==> src/rtl/mfp_pkg.sv <==
`default_nettype none

package mfp_pkg;

   // Message layout.
   localparam int HEADER_BYTES = 6;
   localparam logic [2:0] HEADER_LAST_POS = 3'(HEADER_BYTES - 1);

   // Result beat width on the master side, padded to whole bytes.
   localparam int RSP_DATA_W = 88;
   localparam int RSP_USED_W = 83;

   // Parser phase.
   typedef enum logic [1:0] {
      PHASE_HEADER,
      PHASE_LENGTH,
      PHASE_DATA,
      PHASE_TRAIL
   } phase_type;

   // Result kind, carried on tuser.
   typedef enum logic [2:0] {
      KIND_HEADER = 3'd0,
      KIND_DATA   = 3'd1,
      KIND_EMPTY  = 3'd2,
      KIND_DONE   = 3'd3,
      KIND_ERROR  = 3'd4
   } kind_type;

   // Error codes.
   localparam logic [1:0] ERR_HEADER_SHORT   = 2'd0;
   localparam logic [1:0] ERR_MISSING_LENGTH = 2'd1;
   localparam logic [1:0] ERR_FIELD_OVERRUN  = 2'd2;

   // One result item.
   typedef struct packed {
      kind_type    kind;
      logic [15:0] packet_id;
      logic [7:0]  msg_type;
      logic [7:0]  sender;
      logic [7:0]  receiver;
      logic [7:0]  field_count;
      logic [7:0]  field_index;
      logic [7:0]  data_byte;
      logic        field_end;
      logic [1:0]  error_code;
      logic [15:0] frame_length;
      logic        last;
   } result_type;

endpackage

`default_nettype wire

==> src/rtl/message_frame_parser.sv <==
`default_nettype none

// Byte-stream parser for length-prefixed message frames. Each req beat carries one buffer
// byte, with tlast on the buffer's final byte. The first six bytes are the header (packet
// id low byte first, type, sender, receiver, field count); each announced field follows as
// a length byte and its payload. Results leave on rsp: tuser gives the kind, tlast marks
// the final result caused by one input byte. Results are registered in the output buffer as
// their byte is taken. With the receiver ready, the parser takes one byte per cycle while
// every byte causes at most one result; a byte that causes two results (header, data byte
// or empty field with done or error) stalls the input, as req_tready drops for a cycle
// while the second result drains from the three-slot output buffer. req_tready depends
// only on registered state, so nothing combinational runs from rsp_tready to req_tready.
module message_frame_parser (
   input  wire logic                            clock,
   input  wire logic                            reset,
   input  wire logic                            req_tvalid,
   output logic                                 req_tready,
   input  wire logic [7:0]                      req_tdata,   // in_byte
   input  wire logic                            req_tlast,   // end_of_buffer
   output logic                                 rsp_tvalid,
   input  wire logic                            rsp_tready,
   // packet_id[15:0], msg_type[23:16], sender[31:24], receiver[39:32],
   // field_count[47:40], field_index[55:48], data_byte[63:56], field_end[64],
   // error_code[66:65], frame_length[82:67], zero padding above
   output logic [mfp_pkg::RSP_DATA_W-1:0]       rsp_tdata,
   output logic [2:0]                           rsp_tuser,   // kind
   output logic                                 rsp_tlast    // last
);

   // Parser state.
   mfp_pkg::phase_type phase_ff, phase_in;
   logic [2:0]  header_pos_ff, header_pos_in;
   logic [15:0] id_ff, id_in;
   logic [7:0]  type_ff, type_in;
   logic [7:0]  sender_ff, sender_in;
   logic [7:0]  receiver_ff, receiver_in;
   logic [7:0]  fields_left_ff, fields_left_in;
   logic [7:0]  current_field_ff, current_field_in;
   logic [7:0]  bytes_left_ff, bytes_left_in;
   logic [15:0] length_count_ff, length_count_in;

   // Output buffer: slot 0 is the presented result.
   mfp_pkg::result_type slot0_ff, slot0_in, slot1_ff, slot1_in, slot2_ff, slot2_in;
   logic [1:0] count_ff, count_in;
   logic [1:0] count_kept;

   // Results of the byte being accepted.
   mfp_pkg::result_type res0, res1;
   logic [1:0] res_count;

   logic       req_accept;
   logic       rsp_accept;
   logic [7:0] in_byte;
   logic       eob;
   logic       hdr_last;
   logic       byte_zero;
   logic [7:0] fl_dec;
   logic [7:0] bl_dec;
   logic [15:0] len_inc;

   assign in_byte    = req_tdata;
   assign eob        = req_tlast;
   assign rsp_tvalid = (count_ff != 2'd0);
   assign rsp_accept = rsp_tvalid && rsp_tready;
   assign req_tready = (count_ff <= 2'd1);
   assign req_accept = req_tvalid && req_tready;

   // Shared conditions for the phase and datapath logic.
   assign hdr_last  = (header_pos_ff == mfp_pkg::HEADER_LAST_POS);
   assign byte_zero = (in_byte == 8'd0);
   assign fl_dec    = fields_left_ff - 8'd1;
   assign bl_dec    = bytes_left_ff - 8'd1;
   assign len_inc   = length_count_ff + 16'd1;

   // Next phase.
   always_comb begin
      phase_in = phase_ff;
      case (phase_ff)
         mfp_pkg::PHASE_HEADER: begin
            if (hdr_last) begin
               phase_in = byte_zero ? mfp_pkg::PHASE_TRAIL : mfp_pkg::PHASE_LENGTH;
            end
         end
         mfp_pkg::PHASE_LENGTH: begin
            if (!byte_zero) begin
               phase_in = mfp_pkg::PHASE_DATA;
            end else if (fl_dec == 8'd0) begin
               phase_in = mfp_pkg::PHASE_TRAIL;
            end
         end
         mfp_pkg::PHASE_DATA: begin
            if (bl_dec == 8'd0) begin
               phase_in = (fl_dec == 8'd0) ? mfp_pkg::PHASE_TRAIL : mfp_pkg::PHASE_LENGTH;
            end
         end
         default: begin
            phase_in = phase_ff;
         end
      endcase
      if (eob) begin
         phase_in = mfp_pkg::PHASE_HEADER;
      end
   end

   // Datapath updates and the results of this byte.
   always_comb begin
      header_pos_in    = header_pos_ff;
      id_in            = id_ff;
      type_in          = type_ff;
      sender_in        = sender_ff;
      receiver_in      = receiver_ff;
      fields_left_in   = fields_left_ff;
      current_field_in = current_field_ff;
      bytes_left_in    = bytes_left_ff;
      length_count_in  = length_count_ff;
      res0             = '0;
      res1             = '0;
      res_count        = 2'd0;

      case (phase_ff)
         mfp_pkg::PHASE_HEADER: begin
            length_count_in = len_inc;
            case (header_pos_ff)
               3'd0: id_in[7:0]  = in_byte;
               3'd1: id_in[15:8] = in_byte;
               3'd2: type_in     = in_byte;
               3'd3: sender_in   = in_byte;
               3'd4: receiver_in = in_byte;
               default: begin
               end
            endcase
            if (!hdr_last) begin
               header_pos_in = header_pos_ff + 3'd1;
               if (eob) begin
                  res0.kind       = mfp_pkg::KIND_ERROR;
                  res0.error_code = mfp_pkg::ERR_HEADER_SHORT;
                  res_count       = 2'd1;
               end
            end else begin
               fields_left_in   = in_byte;
               current_field_in = 8'd0;
               res0.kind        = mfp_pkg::KIND_HEADER;
               res0.packet_id   = id_ff;
               res0.msg_type    = type_ff;
               res0.sender      = sender_ff;
               res0.receiver    = receiver_ff;
               res0.field_count = in_byte;
               res_count        = 2'd1;
               if (byte_zero) begin
                  res1.kind         = mfp_pkg::KIND_DONE;
                  res1.frame_length = len_inc;
                  res_count         = 2'd2;
               end else if (eob) begin
                  res1.kind       = mfp_pkg::KIND_ERROR;
                  res1.error_code = mfp_pkg::ERR_MISSING_LENGTH;
                  res_count       = 2'd2;
               end
            end
         end
         mfp_pkg::PHASE_LENGTH: begin
            length_count_in = len_inc;
            if (byte_zero) begin
               res0.kind        = mfp_pkg::KIND_EMPTY;
               res0.field_index = current_field_ff;
               res_count        = 2'd1;
               fields_left_in   = fl_dec;
               current_field_in = current_field_ff + 8'd1;
               if (fl_dec == 8'd0) begin
                  res1.kind         = mfp_pkg::KIND_DONE;
                  res1.frame_length = len_inc;
                  res_count         = 2'd2;
               end else if (eob) begin
                  res1.kind       = mfp_pkg::KIND_ERROR;
                  res1.error_code = mfp_pkg::ERR_MISSING_LENGTH;
                  res_count       = 2'd2;
               end
            end else begin
               bytes_left_in = in_byte;
               if (eob) begin
                  res0.kind       = mfp_pkg::KIND_ERROR;
                  res0.error_code = mfp_pkg::ERR_FIELD_OVERRUN;
                  res_count       = 2'd1;
               end
            end
         end
         mfp_pkg::PHASE_DATA: begin
            length_count_in  = len_inc;
            bytes_left_in    = bl_dec;
            res0.kind        = mfp_pkg::KIND_DATA;
            res0.field_index = current_field_ff;
            res0.data_byte   = in_byte;
            res0.field_end   = (bl_dec == 8'd0);
            res_count        = 2'd1;
            if (bl_dec == 8'd0) begin
               fields_left_in   = fl_dec;
               current_field_in = current_field_ff + 8'd1;
               if (fl_dec == 8'd0) begin
                  res1.kind         = mfp_pkg::KIND_DONE;
                  res1.frame_length = len_inc;
                  res_count         = 2'd2;
               end else if (eob) begin
                  res1.kind       = mfp_pkg::KIND_ERROR;
                  res1.error_code = mfp_pkg::ERR_MISSING_LENGTH;
                  res_count       = 2'd2;
               end
            end else if (eob) begin
               res1.kind       = mfp_pkg::KIND_ERROR;
               res1.error_code = mfp_pkg::ERR_FIELD_OVERRUN;
               res_count       = 2'd2;
            end
         end
         default: begin
            // Trailing bytes after a finished message cause nothing.
         end
      endcase

      // Mark the final result of this byte.
      if (res_count == 2'd1) begin
         res0.last = 1'b1;
      end else if (res_count == 2'd2) begin
         res1.last = 1'b1;
      end

      // The buffer end starts the next message afresh.
      if (eob) begin
         header_pos_in    = 3'd0;
         fields_left_in   = 8'd0;
         current_field_in = 8'd0;
         bytes_left_in    = 8'd0;
         length_count_in  = 16'd0;
      end
   end

   // Parser state registers, updated on each accepted beat.
   always_ff @(posedge clock) begin
      if (reset) begin
         phase_ff         <= mfp_pkg::PHASE_HEADER;
         header_pos_ff    <= 3'd0;
         id_ff            <= 16'd0;
         type_ff          <= 8'd0;
         sender_ff        <= 8'd0;
         receiver_ff      <= 8'd0;
         fields_left_ff   <= 8'd0;
         current_field_ff <= 8'd0;
         bytes_left_ff    <= 8'd0;
         length_count_ff  <= 16'd0;
      end else if (req_accept) begin
         phase_ff         <= phase_in;
         header_pos_ff    <= header_pos_in;
         id_ff            <= id_in;
         type_ff          <= type_in;
         sender_ff        <= sender_in;
         receiver_ff      <= receiver_in;
         fields_left_ff   <= fields_left_in;
         current_field_ff <= current_field_in;
         bytes_left_ff    <= bytes_left_in;
         length_count_ff  <= length_count_in;
      end
   end

   // Output buffer. The departing result shifts the queue down first; a beat is only
   // accepted with at most one result left behind, so its results land in the slots
   // just above those still waiting.
   always_comb begin
      slot0_in   = slot0_ff;
      slot1_in   = slot1_ff;
      slot2_in   = slot2_ff;
      count_kept = count_ff;
      if (rsp_accept) begin
         slot0_in   = slot1_ff;
         slot1_in   = slot2_ff;
         count_kept = count_ff - 2'd1;
      end
      count_in = count_kept;
      if (req_accept) begin
         count_in = count_kept + res_count;
         case (count_kept)
            2'd0: begin
               slot0_in = res0;
               slot1_in = res1;
            end
            2'd1: begin
               slot1_in = res0;
               slot2_in = res1;
            end
            default: begin
            end
         endcase
      end
   end

   always_ff @(posedge clock) begin
      if (reset) begin
         count_ff <= 2'd0;
      end else begin
         count_ff <= count_in;
      end
   end

   always_ff @(posedge clock) begin
      slot0_ff <= slot0_in;
      slot1_ff <= slot1_in;
      slot2_ff <= slot2_in;
   end

   // Master-side payload.
   assign rsp_tdata = {(mfp_pkg::RSP_DATA_W - mfp_pkg::RSP_USED_W)'(0),
                       slot0_ff.frame_length, slot0_ff.error_code, slot0_ff.field_end,
                       slot0_ff.data_byte, slot0_ff.field_index, slot0_ff.field_count,
                       slot0_ff.receiver, slot0_ff.sender, slot0_ff.msg_type,
                       slot0_ff.packet_id};
   assign rsp_tuser = slot0_ff.kind;
   assign rsp_tlast = slot0_ff.last;

   // A beat is taken only when there is room for both of its possible results.
   a_accept_room: assert property (@(posedge clock) disable iff (reset)
      req_accept |-> (count_ff <= 2'd1))
      else $error("input beat accepted without room for its results");

   // A stalled result beat holds still until it is taken.
   a_rsp_hold: assert property (@(posedge clock) disable iff (reset)
      rsp_tvalid && !rsp_tready |=> rsp_tvalid && $stable(rsp_tdata) && $stable(rsp_tuser)
                                    && $stable(rsp_tlast))
      else $error("result beat changed while stalled");

   // The newest queued result always closes the results of its byte.
   a_tail_last: assert property (@(posedge clock) disable iff (reset)
      rsp_tvalid |-> ((count_ff == 2'd1) ? slot0_ff.last :
                      (count_ff == 2'd2) ? slot1_ff.last : slot2_ff.last))
      else $error("newest queued result not marked last");

   // Message done and errors always close the results of their byte.
   a_done_last: assert property (@(posedge clock) disable iff (reset)
      rsp_tvalid && (slot0_ff.kind == mfp_pkg::KIND_DONE ||
                     slot0_ff.kind == mfp_pkg::KIND_ERROR) |-> slot0_ff.last)
      else $error("done or error result not marked last");

   // The buffer end always returns the parser to the header phase.
   a_eob_restart: assert property (@(posedge clock) disable iff (reset)
      req_accept && req_tlast |=> phase_ff == mfp_pkg::PHASE_HEADER && header_pos_ff == 3'd0)
      else $error("buffer end did not restart the parser");

endmodule

`default_nettype wire
==> config.mk <==
export PLATFORM = sky130hd
export DESIGN_NAME = message_frame_parser
export DESIGN_NICKNAME = d
export VERILOG_FILES = /design/src/rtl/mfp_pkg.sv /design/src/rtl/message_frame_parser.sv
export SDC_FILE = /design/constraint.sdc
export NUM_CORES = 1
export LEC_CHECK = 0
export BUFFER_PORTS_ARGS = -buffer_cell sky130_fd_sc_hd__buf_2
export CAP_MARGIN = 20
export CORE_MARGIN = 5
export CORE_UTILIZATION = 59
export DETAILED_ROUTE_END_ITERATION = 10
export GPL_TIMING_DRIVEN = 0
export MAX_ROUTING_LAYER = met4
export PLACE_DENSITY = 0.78
export RECOVER_POWER = 100
export SLEW_MARGIN = 10
export SYNTH_ARGS = -nofsm -noshare
export SYNTH_HDL_FRONTEND = slang
export SYNTH_SLANG_ARGS = --single-unit
==> constraint.sdc <==
create_clock -name clock -period 3.3 [get_ports clock]
set_input_delay 0.33 -clock clock [delete_from_list [all_inputs] [get_ports clock]]
set_output_delay 0.33 -clock clock [all_outputs]
set_load 0.03 [all_outputs]
# After elaboration in Yosys (flattened, before gate mapping)
# Index checks and enable logic that the tools add are counted.
# Widths: inputs -> output; s select.
[op_classes]
addsub = 7
eq_ne = 16
magnitude_cmp = 1
reduce_logical = 25
muxes = 72
[ops]
columns = ["operator", "n"]
rows = [
  ["$mux 87", 5],
  ["$pmux 87 s2", 1],
  ["$mux 48", 2],
  ["$mux 8", 11],
  ["$mux 16", 5],
  ["$pmux 18 s3", 1],
  ["$pmux 8 s3", 2],
  ["$mux 2", 20],
  ["$mux 3", 11],
  ["$pmux 8 s2", 2],
  ["$logic_not 8->1", 3],
  ["$reduce_and 3->1", 7],
  ["$mux 18", 1],
  ["$pmux 3 s3", 2],
  ["$mux 17", 1],
  ["$add 16x1->16 const B", 1],
  ["$sub 8x1->8 const B", 2],
  ["$ne 3x3->1 const B", 4],
  ["$pmux 2 s3", 2],
  ["$reduce_and 5->1", 2],
  ["$mux 9", 1],
  ["$add 8x1->8 const B", 1],
  ["$eq 2x1->1 const B", 3],
  ["$eq 3x2->1 const B", 2],
  ["18 further kinds", 29],
]
[totals]
output_inout_bits = 94
regBits = 283

# Logic depth before layout (Yosys ltp)
# Gate-level depths: netlist of the first run.
[logic_depth]
depth_word = 10
mapped_depth = 15

# Worst setup path before layout of the first run
# No wires, ideal clock.
[synth_timing]
path_kind = "reg2reg"
from = "reg bytes_left_ff[0]"
to = "reg count_ff[1]"
arrival_ns = 2.740
synth_period_minus_slack_ns = 2.871
stages_incl_launch_ff = 15
slack_ns = 0.429
path_buffers = 1
path_cell_list = "dfxtp_1 -> buf_2 -> inv_1 -> ha_1 -> or3_1 -> o2bb2ai_1 -> o211ai_1 -> nor3_1 -> o221a_2 -> nor2_1 -> ha_1 -> nor3_1 -> and3_1 -> o31a_1 -> nor3_1"
[synth_via]
elab_chain_cells = 6
[synth_rtl]
columns = ["item", "line", "rtl"]
rows = [
  ["from (decl)", "message_frame_parser.sv:39", "logic [7:0] bytes_left_ff, bytes_left_in;"],
  ["from (signal assigned)", "message_frame_parser.sv:256", "bytes_left_ff <= bytes_left_in;"],
  ["$sub 8x1->8", "message_frame_parser.sv:72", "assign bl_dec = bytes_left_ff - 8'd1;"],
  ["$logic_not 8->1", "message_frame_parser.sv:194", "if (bl_dec == 8'd0) begin"],
  ["$mux 2", "message_frame_parser.sv:194", ""],
  ["$pmux 2 s3", "message_frame_parser.sv:120", "case (phase_ff)"],
  ["$add 2x2->2", "message_frame_parser.sv:276", "count_in = count_kept + res_count;"],
  ["$mux 2", "message_frame_parser.sv:275", "if (req_accept) begin"],
  ["to (signal assigned)", "message_frame_parser.sv:296", "count_ff <= count_in;"],
  ["to (decl)", "message_frame_parser.sv:44", "logic [1:0] count_ff, count_in;"],
]
# Every way passes these cells.
# A chain may end at the register's enable or synchronous reset.

==> results of run 1 <==
-- power by group through the flow --
stage | logic, mW | registers [mW] | clock network, mW
4_1_cts | 4.26 | 4.57 | 3.12
3_3_place_gp | 4.16 | 4.62 | 0
2_1_floorplan | 2.14 | 5.43 | 0
6_report | 4.18 | 4.60 | 3.09
3_5_place_dp | 4.22 | 4.64 | 0
5_1_grt | 4.58 | 4.67 | 3.29
-- repair_timing --
item	4_1_cts	5_1_grt
pin swaps	0	2
setup buffers	0	2
setup endpoints to repair	115	41
gates resized for setup	7	15
-- worst max-delay path, delay by kind of cell (launching register included) --
| family | cells | cell delay, ns |
|---|---|---|
| simple gates | 2 | 0.48 |
| fa+ha+maj | 1 | 0.25 |
| compound gates | 3 | 0.65 |
| buf+inv | 4 | 1.25 |
| flops | 1 | 0.41 |
-- state kept, by name (all words and copies together), names as in the netlist --
name,cells
rsp_tlast,1
count_ff,2
length_count_ff,16
bytes_left_ff,8
rsp_tuser,3
header_pos_ff,3
id_ff,16
slot1_ff,87
fields_left_ff,8
slot2_ff,21
rsp_tdata,83
type_ff,8
receiver_ff,8
current_field_ff,8
sender_ff,8
phase_ff,2
-- final timing paths --
path                   endpoint  cells past startpoint
setup / recovery   rsp_tdata[7]                     10
hold / removal         id_ff[5]                      3
setup reg to reg   rsp_tdata[7]                     10
hold reg to reg   rsp_tdata[71]                      2
-- cells in the mapped netlist, types with 8 or more instances --
library cell	number	area share [%]
ha_1	18	1.9
o21ai_0	51	2.1
a22oi_1	8	0.50
nand3_1	45	1.9
a21oi_1	157	6.6
mux2i_1	40	3.4
buf_1	11	0.35
a31oi_1	64	3.4
nand2_1	234	7.4
o32ai_1	8	0.59
and3_1	14	0.73
inv_1	26	0.82
clkbuf_1	91	2.9
edfxtp_1	21	5.3
nand3b_1	9	0.57
nor3_1	17	0.71
and2_1	9	0.47
or3_1	9	0.47
xnor2_1	12	0.88
dfxtp_1	261	44
a22o_1	65	4.8
nor2_1	90	2.8
-- per-layer routing --
layer,part of all wire (%),GRT usage [%],routed length (um)
met1,43,38.4,14300
met2,47,44.4,15400
met3,8.0,4.12,2640
met4,2.0,6.21,657
met5,0,-,0
-- layout make-up --
| class | count | area share, % |
|---|---|---|
| buffer | 116 | 3.61 |
| clock buffer | 39 | 6.04 |
| clock inverter | 11 | 0.624 |
| inverter | 27 | 0.744 |
| multi-input combinational | 954 | 40.7 |
| sequential | 282 | 43.0 |
| tap | 270 | 2.48 |
| timing repair buffer | 100 | 2.84 |
-- cells by family after synthesis --
family                   after synthesis  synth area share [%]
AO/OA/AOI/OAI                        405                  21.6
XOR/XNOR                              18                  1.32
adder cells (fa/ha/maj)               18                  1.89
buffers and inverters                144                  4.92
flip-flops                           282                  49.1
multiplexers                          41                  3.45
other                                  1                0.0314
AND/OR/NAND/NOR                      467                  17.7
==> out/results.ini, run 1 <==
[timing]
setup-violations-final = 0
finalClockSkew_ns = 0.0137
hold_viol_final = 0
fin_tns_setup_ns = 0
slew_headroom_pct = 41.6
period_share_pct = 97.1
worst_slew_pin_slew_ns = 0.877
post-route-min-period_ns = 3.20
grt_setup_unrepaired = no
final_max_slew_viol_count = 0
fmax_mhz = 312
timing.final.ws_setup_ns = 0.0967
timing.hold.ws_ns = 0.0981

[clock_tree]
cts_buffers = 28
cts_htree_levels = 1
clk_pin_slew_worst_paths_ns = 0.06
hold_buffers = 0
cts_tree = yes
cts-root-buf = clkbuf_16
clk_path_buf_depth = 3
clk_latency_ns = 0.55
clock-sinks = 282

[power_and_ir_drop]
p_seq_share_pct = 38.7
p_leak_nw = 5.05
internal_power_mw = 7.07
combinationalPowerShare_pct = 35.2
vdd_drop_max_uv = 427
p_switching_mw = 4.81
swShare_pct = 40.5
total_power_mw = 11.9
p_clk_share_pct = 26.0
power_density_nw_per_um2 = 871

[place]
place_ws_ns = -0.476
hpwl_um = 22600
place_congestion = 0.937
port_buffers = 98
place_area_um2 = 12800
numPlacedInstances = 1748

[synthesis]
synth_cell_types = 66
synth_cells = 1376
synth-seq-cells = 282
synth_enable_flop_cells = 21
yosysWarningCount = 0
ys.flop_type = dfxtp_1
synth_seq_area_share_pct = 49.1
synthArstFlopShare_pct = 0
syn_avg_cell_area_um2 = 8.67
mappedNetlistArea_um2 = 11900

[grt]
grt-ovfl-total = 0
grt_max_degree = 22
antenna_found_initial = 0
grt_usage_pct = 28.0
grt_pass1_wl_um = 53100
grt_pass1_vias = 10300

[die]
rows = 52
coreArea_um2 = 20000
die_w_um = 152
dieArea_um2 = 23200
ioPinCount = 107
start_util_pct = 59.5
fp.dieH_um = 152

[routing]
drt_wl_total_um = 32900
vias = 10800
drt_pass1_iterations = 6
drt_iter0_markers = 1012
via_per_inst = 5.99
avgRoutedWirePerCell_um = 18.3
antenna_left = 0
drc = 0

[critical_path]
critPathMaxStageDelay_ns = 0.41
critPathMaxFanout = 10
crit_type = flip-flop to flip-flop
worst_setup_path_end_kind = flip-flop
critPathLaunch = count_ff[1]
critical_path_required_ns = 3.71
rr_startpoint = count_ff[1]
arrival_ns = 3.61
crit_top_cell = clkbuf_2
critPathLaunchType = flip-flop
cp_cell_sequence = inv_1, ha_1, nand2b_2, o21ai_0, a21oi_2, nand2_1, clkbuf_2, clkbuf_2, clkbuf_1, a31oi_1
reg2reg_slack_ns = 0.1
slowest_stage = dfxtp_1

[layout]
finalInstanceArea_um2 = 13600
area_growth_pct = 14.3
nFillCells = 1735
final_nets = 1540
seq_area_um2 = 5860
stdcell_count = 1799
drive_above_1_share_pct = 6.47
final_cell_mix = dfxtp_1 (260), nand2_1 (234), clkbuf_1 (182)
multiInputGateArea_um2 = 5540
final_core_util_pct = 68.0
diodes = 0
layout_commonest_cell = dfxtp_1

[flow_run]
cap_violations = 0

[outcome]
status = complete, no violations

[min_path]
hp-class = input port to flip-flop
hold_path_startpoint = req_tdata[5]

(Power assumes the default switching activity.)
==> run 2: changes to the inputs <==
Settings changed: CORE_UTILIZATION 59 to 60, PLACE_DENSITY 0.78 to 0.79.
Clock period 3.3 ns to 3.95 ns, I/O delays scaled along.
==> out/results.ini, run 2 (synthesis gave the netlist of run 1 again) <==
[routing]
antenna_left = 0  ; unchanged
drt_iter0_markers = 865  ; -15%
avgRoutedWirePerCell_um = 18.2  ; -0.83%
vias = 10800  ; +0.11%
drt_pass1_iterations = 6  ; unchanged
via_per_inst = 6.01  ; +0.33%
drt_wl_total_um = 32600  ; -1.1%
drc = 0  ; unchanged

[clock_tree]
hold_buffers = 0  ; unchanged
clk_pin_slew_worst_paths_ns = 0.06  ; about the same
cts_tree = yes
clk_path_buf_depth = 3  ; unchanged
post_cts_resized = 0  ; -7
cts-root-buf = clkbuf_16
cts_buffers = 29  ; +3.6%
postCtsSetupBuffers = 0  ; unchanged
cts_htree_levels = 1  ; unchanged
clock-sinks = 282  ; unchanged
clk_latency_ns = 0.55  ; about the same

[grt]
grt-ovfl-total = 0  ; unchanged
grt_max_degree = 22  ; unchanged
antenna_found_initial = 0  ; unchanged
grt_pass1_wl_um = 51500  ; -3.1%
grt_usage_pct = 28.5  ; +0.53 points
grt_pass1_vias = 10100  ; -1.6%

[timing]
setup-violations-final = 0  ; unchanged
hold_viol_final = 0  ; unchanged
worst_slew_pin_slew_ns = 0.947  ; +0.0707 ns
slew_headroom_pct = 36.9  ; -4.7 points
fin_tns_setup_ns = 0  ; unchanged
post-route-min-period_ns = 3.74  ; +0.538 ns
period_share_pct = 94.7  ; -2.4 points
finalClockSkew_ns = 0.0139  ; +0.000149 ns
fmax_mhz = 267  ; -14%
final_max_slew_viol_count = 0  ; unchanged
grt_setup_unrepaired = no

[place]
port_buffers = 98  ; unchanged
hpwl_um = 22200  ; -1.9%
place_area_um2 = 12800  ; about the same
place_congestion = 0.917  ; -2.1%
numPlacedInstances = 1743  ; -0.29%

[die]
die_w_um = 151  ; -0.78%
fp.dieH_um = 151  ; -0.78%
coreArea_um2 = 19500  ; -2.6%
rows = 51  ; -1.9%
ioPinCount = 107  ; unchanged
dieArea_um2 = 22800  ; -1.6%
start_util_pct = 61.1  ; +1.6 points

[critical_path]
r2r_end = rsp_tdata[40]
critPathLaunchType = flip-flop
critPathMaxFanout = 12  ; +2
reg2reg_slack_ns = 0.21  ; +0.11 ns
critical_path_required_ns = 4.42  ; +0.71 ns
r2r_cells = 10  ; unchanged
arrival_ns = 4.21  ; +0.60 ns
worst_setup_path_end_kind = flip-flop
rr_startpoint = count_ff[1]
crit_type = flip-flop to flip-flop

[layout]
final_cell_mix = dfxtp_1 (261), nand2_1 (234), clkbuf_1 (200)
area_growth_pct = 13.4
seq_area_um2 = 5860  ; about the same
regMostFlops = slot1_ff
largest_reg_flops = 87  ; unchanged
stdcell_count = 1795  ; -0.22%
finalInstanceArea_um2 = 13500  ; -0.73%
drive_above_1_share_pct = 4.64  ; -1.8 points
multiInputGateArea_um2 = 5490  ; -0.97%
final_nets = 1539  ; -0.065%
diodes = 0  ; unchanged
layout_commonest_cell = dfxtp_1
nFillCells = 1656  ; -4.6%

[power_and_ir_drop]
vdd_drop_max_uv = 434  ; +1.5%
power_density_nw_per_um2 = 734  ; -16%
total_power_mw = 9.94  ; -16%
p_leak_nw = 4.99  ; -1.2%

[min_path]
hold_path_startpoint = req_tdata[5]
hp-class = input port to flip-flop
min_to = type_ff[5]
worstHoldPathCells = 3  ; unchanged

[flow_run]
cap_violations = 0  ; unchanged

[outcome]
status = complete, no violations

==> run 2: changes by cell type in the layout (fill, tap and decap cells not counted), moves of 3 or more <==
cell / before / now
clkinv_2: 8 / 4
clkbuf_1: 182 / 200
and2_1: 7 / 4
and2_0: 2 / 5
clkbuf_2: 8 / 0
buf_2: 16 / 13
==> run 2: how the worst max path moves through the flow <==
stage	startpoint	endpoint	slack, ns	depth (start not counted)
finish	count_ff[1]	rsp_tdata[40]	0.21	10
detailed placement	count_ff[1]	rsp_tdata[6]	0.25	11
floorplan	bytes_left_ff[0]	count_ff[1]	1.08	14
CTS	count_ff[1]	rsp_tdata[6]	0.20	11
global route	count_ff[1]	rsp_tdata[35]	0.006	10
global placement	count_ff[1]	rsp_tdata[16]	0.31	11
==> run 2: stage by stage <==
step / setup slack [ns] / utilization (%) / hold WS, ns
floorplan: 1.08 / - / 0.431
global placement: 0.312 / 65.4 / 0.440
detailed placement: 0.255 / 65.4 / 0.444
CTS: 0.199 / 70.0 / 0.145
global route: 0.00558 / 69.3 / 0.162
finish: 0.209 / 69.3 / 0.165
==> run 2: area by class of cell <==
cell class	count	share of cell area, %
clock inverters	6	0.296
well taps	265	2.45
plain buffers	116	3.45
repair buffers	98	2.80
multi-input cells	954	40.6
inverters	27	0.749
clock buffers	47	6.38
flip-flops and latches	282	43.3
==> run 2: report_power, final <==
group / switching, mW / total, mW / internal [mW]
logic: 2.55 / 3.48 / 0.924
clock network: 1.12 / 2.61 / 1.49
registers: 0.346 / 3.85 / 3.50
total: 4.02 / 9.94 / 5.92
==> run 2: per-layer routing <==
layer | vias up | global-route usage [%] | routed length (um)
met5 | - | - | 0
met4 | 0 | 8.16 | 741
met3 | 67 | 4.22 | 2940
met2 | 487 | 43.1 | 14500
met1 | 5109 | 40.2 | 14400
li1 | 5127 | - | -
==> run 2: critical path: stages, from the launching register on <==
cell and delay [ns]:
dfxtp_1 0.34, inv_1 0.11, ha_1 0.24, nand2b_1 0.13, clkbuf_1 0.59, o21ai_0 0.24
a21oi_1 0.47, nand2_1 0.51, clkbuf_1 0.44, clkbuf_1 0.35, a31oi_1 0.23
==> run 3: changes to the inputs <==
Settings changed: CORE_UTILIZATION 60 to 59, PLACE_DENSITY 0.79 to 0.78.
Clock period 3.95 ns to 3.65 ns, I/O delays scaled along.
==> out/results.ini, run 3 (synthesis gave the netlist of run 1 again) <==
[die]
start_util_pct = 59.5  ; -1.6 points
rows = 52  ; +2.0%
coreArea_um2 = 20000  ; +2.6%
fp.dieH_um = 152  ; +0.79%
ioPinCount = 107  ; unchanged
dieArea_um2 = 23200  ; +1.6%
die_w_um = 152  ; +0.79%

[grt]
top_usage_layer = met2
use_met1_pct = 38.5  ; -1.8 points
grt_usage_pct = 28.0  ; -0.54 points
grt_max_degree = 22  ; unchanged
grt-ovfl-total = 0  ; unchanged
antenna_found_initial = 0  ; unchanged
grtUsageMet3_pct = 4.00  ; -0.21 points
grt_util_met2_pct = 44.4  ; +1.3 points
grt_pass1_wl_um = 53100  ; +3.2%
grt_pass1_vias = 10200  ; +1.5%

[critical_path]
slowest_stage = nand2b_1
cp_cell_sequence = inv_1, ha_1, nand2b_1, o21ai_0, a21oi_2, and3_1, clkbuf_1, clkbuf_1, a22o_1
crit_top_cell = clkbuf_1
worst_setup_path_end_kind = flip-flop
crit_type = flip-flop to flip-flop
critPathMaxFanout = 10  ; -2
critPathMaxStageDelay_ns = 0.54  ; -0.05 ns
critical_path_required_ns = 4.13  ; -0.29 ns
arrival_ns = 3.90  ; -0.31 ns
critPathLaunchType = flip-flop

[routing]
drt_iter0_markers = 961  ; +11%
drt_wl_total_um = 32800  ; +0.58%
drt_pass1_iterations = 6  ; unchanged
antenna_left = 0  ; unchanged
via_per_inst = 5.95  ; -0.95%
vias = 10700  ; -0.90%
drc = 0  ; unchanged
avgRoutedWirePerCell_um = 18.3  ; +0.53%

[min_path]
hp-class = input port to flip-flop

[layout]
final_cell_mix = dfxtp_1 (261), nand2_1 (233), clkbuf_1 (190)
layout_commonest_cell = dfxtp_1
final_nets = 1537  ; -0.13%
regMostFlops = slot1_ff
area_growth_pct = 13.7
final_core_util_pct = 67.7  ; -1.6 points
largest_reg_flops = 87  ; unchanged
diodes = 0  ; unchanged
drive_above_1_share_pct = 5.44  ; +0.80 points

[power_and_ir_drop]
p_leak_nw = 5.01  ; +0.32%
power_density_nw_per_um2 = 789  ; +7.4%
vdd_drop_max_uv = 384  ; -12%

[flow_run]
cap_violations = 0  ; unchanged

[clock_tree]
hold_buffers = 0  ; unchanged
clk_latency_ns = 0.55  ; about the same
clk_path_buf_depth = 3  ; unchanged
cts-root-buf = clkbuf_16
cts_buffers = 28  ; -3.4%
cts_htree_levels = 1  ; unchanged
cts_tree = yes
clk_pin_slew_worst_paths_ns = 0.07  ; about the same
clock-sinks = 282  ; unchanged
postCtsSetupBuffers = 0  ; unchanged

[timing]
finalClockSkew_ns = 0.0105  ; -0.00333 ns
setup-violations-final = 0  ; unchanged
period_share_pct = 93.6  ; -1.1 points
post-route-min-period_ns = 3.42  ; -0.323 ns
slew_headroom_pct = 41.1  ; +4.3 points
fmax_mhz = 293  ; +9.5%
grt_setup_unrepaired = no
hold_viol_final = 0  ; unchanged
worst_slew_pin_slew_ns = 0.883  ; -0.0640 ns
final_max_slew_viol_count = 0  ; unchanged
timing.hold.ws_ns = 0.139  ; -0.0255 ns

[place]
hpwl_um = 22600  ; +2.0%
port_buffers = 98  ; unchanged
place_congestion = 0.937  ; +2.2%

[outcome]
status = complete, no violations

[run 3: cell count changes in the layout (fill, tap and decap cells not counted), moves of 2 or more]
| cell | change |
|---|---|
| and2_0 | -2 |
| and2_1 | +2 |
| clkbuf_1 | -10 |
| clkinv_2 | +4 |
| clkinvlp_4 | +2 |
[run 3: report_power, final]
group	total, mW	internal [mW]	switching [mW]
combinational	3.76	1.00	2.75
clock	2.80	1.58	1.22
sequential	4.15	3.79	0.363
[run 3: path summary, 6_finish.rpt]
kind / from / to / slack, ns / cells past startpoint
max: count_ff[1] / slot1_ff[74] / 0.23 / 9
min: req_tdata[5] / id_ff[5] / 0.14 / 3
max reg2reg: count_ff[1] / slot1_ff[74] / 0.23 / 9
min reg2reg: rsp_tdata[71] / rsp_tdata[71] / 0.45 / 2
[run 3: per-layer routing]
layer	share of wire, %	vias up
met3	7.3	55
met4	1.9	0
met1	44	5083
li1	-	5132
met5	0	-
met2	46	423
[run 3: what timing repair did]
action,CTS,global route
setup endpoints to repair,60,26
cloned,0,0
endpoints found under the hold margin,0,0
pin swaps,0,0
gates resized for setup,1,4
[run 3: per-stage QoR]
| step | cell area, um2 | cells | setup TNS, ns | setup WS (ns) | power, mW |
|---|---|---|---|---|---|
| finish | 13600 | 1796 | 0 | 0.232 | 10.7 |
| global route | 13600 | 1796 | 0 | 0.00632 | 11.3 |
| CTS | 13700 | 1797 | 0 | 0.0543 | 10.8 |
| detailed placement | 12800 | 1748 | -3.17 | -0.126 | 8.01 |
| global placement | 12800 | 1748 | -1.30 | -0.0557 | 7.94 |
| floorplan | 11900 | 1380 | 0 | 0.779 | 6.84 |
[run 3: critical path, delay by kind of cell, from the launching register on]
| family | cells | cell delay [ns] |
|---|---|---|
| AO/OA/AOI/OAI | 3 | 0.83 |
| AND/OR/NAND/NOR | 2 | 0.88 |
| adder cells (fa/ha/maj) | 1 | 0.24 |
| flip-flops | 1 | 0.36 |
| buffers and inverters | 3 | 1.04 |
[run 3: layout make-up]
type | instances | area [um2]
inverters | 27 | 101
clock inverters | 11 | 85.1
fillers | 1745 | 6470
plain buffers | 115 | 468
repair buffers | 98 | 379
flip-flops and latches | 282 | 5860
multi-input cells | 954 | 5510
clock buffers | 39 | 823
well taps | 270 | 338
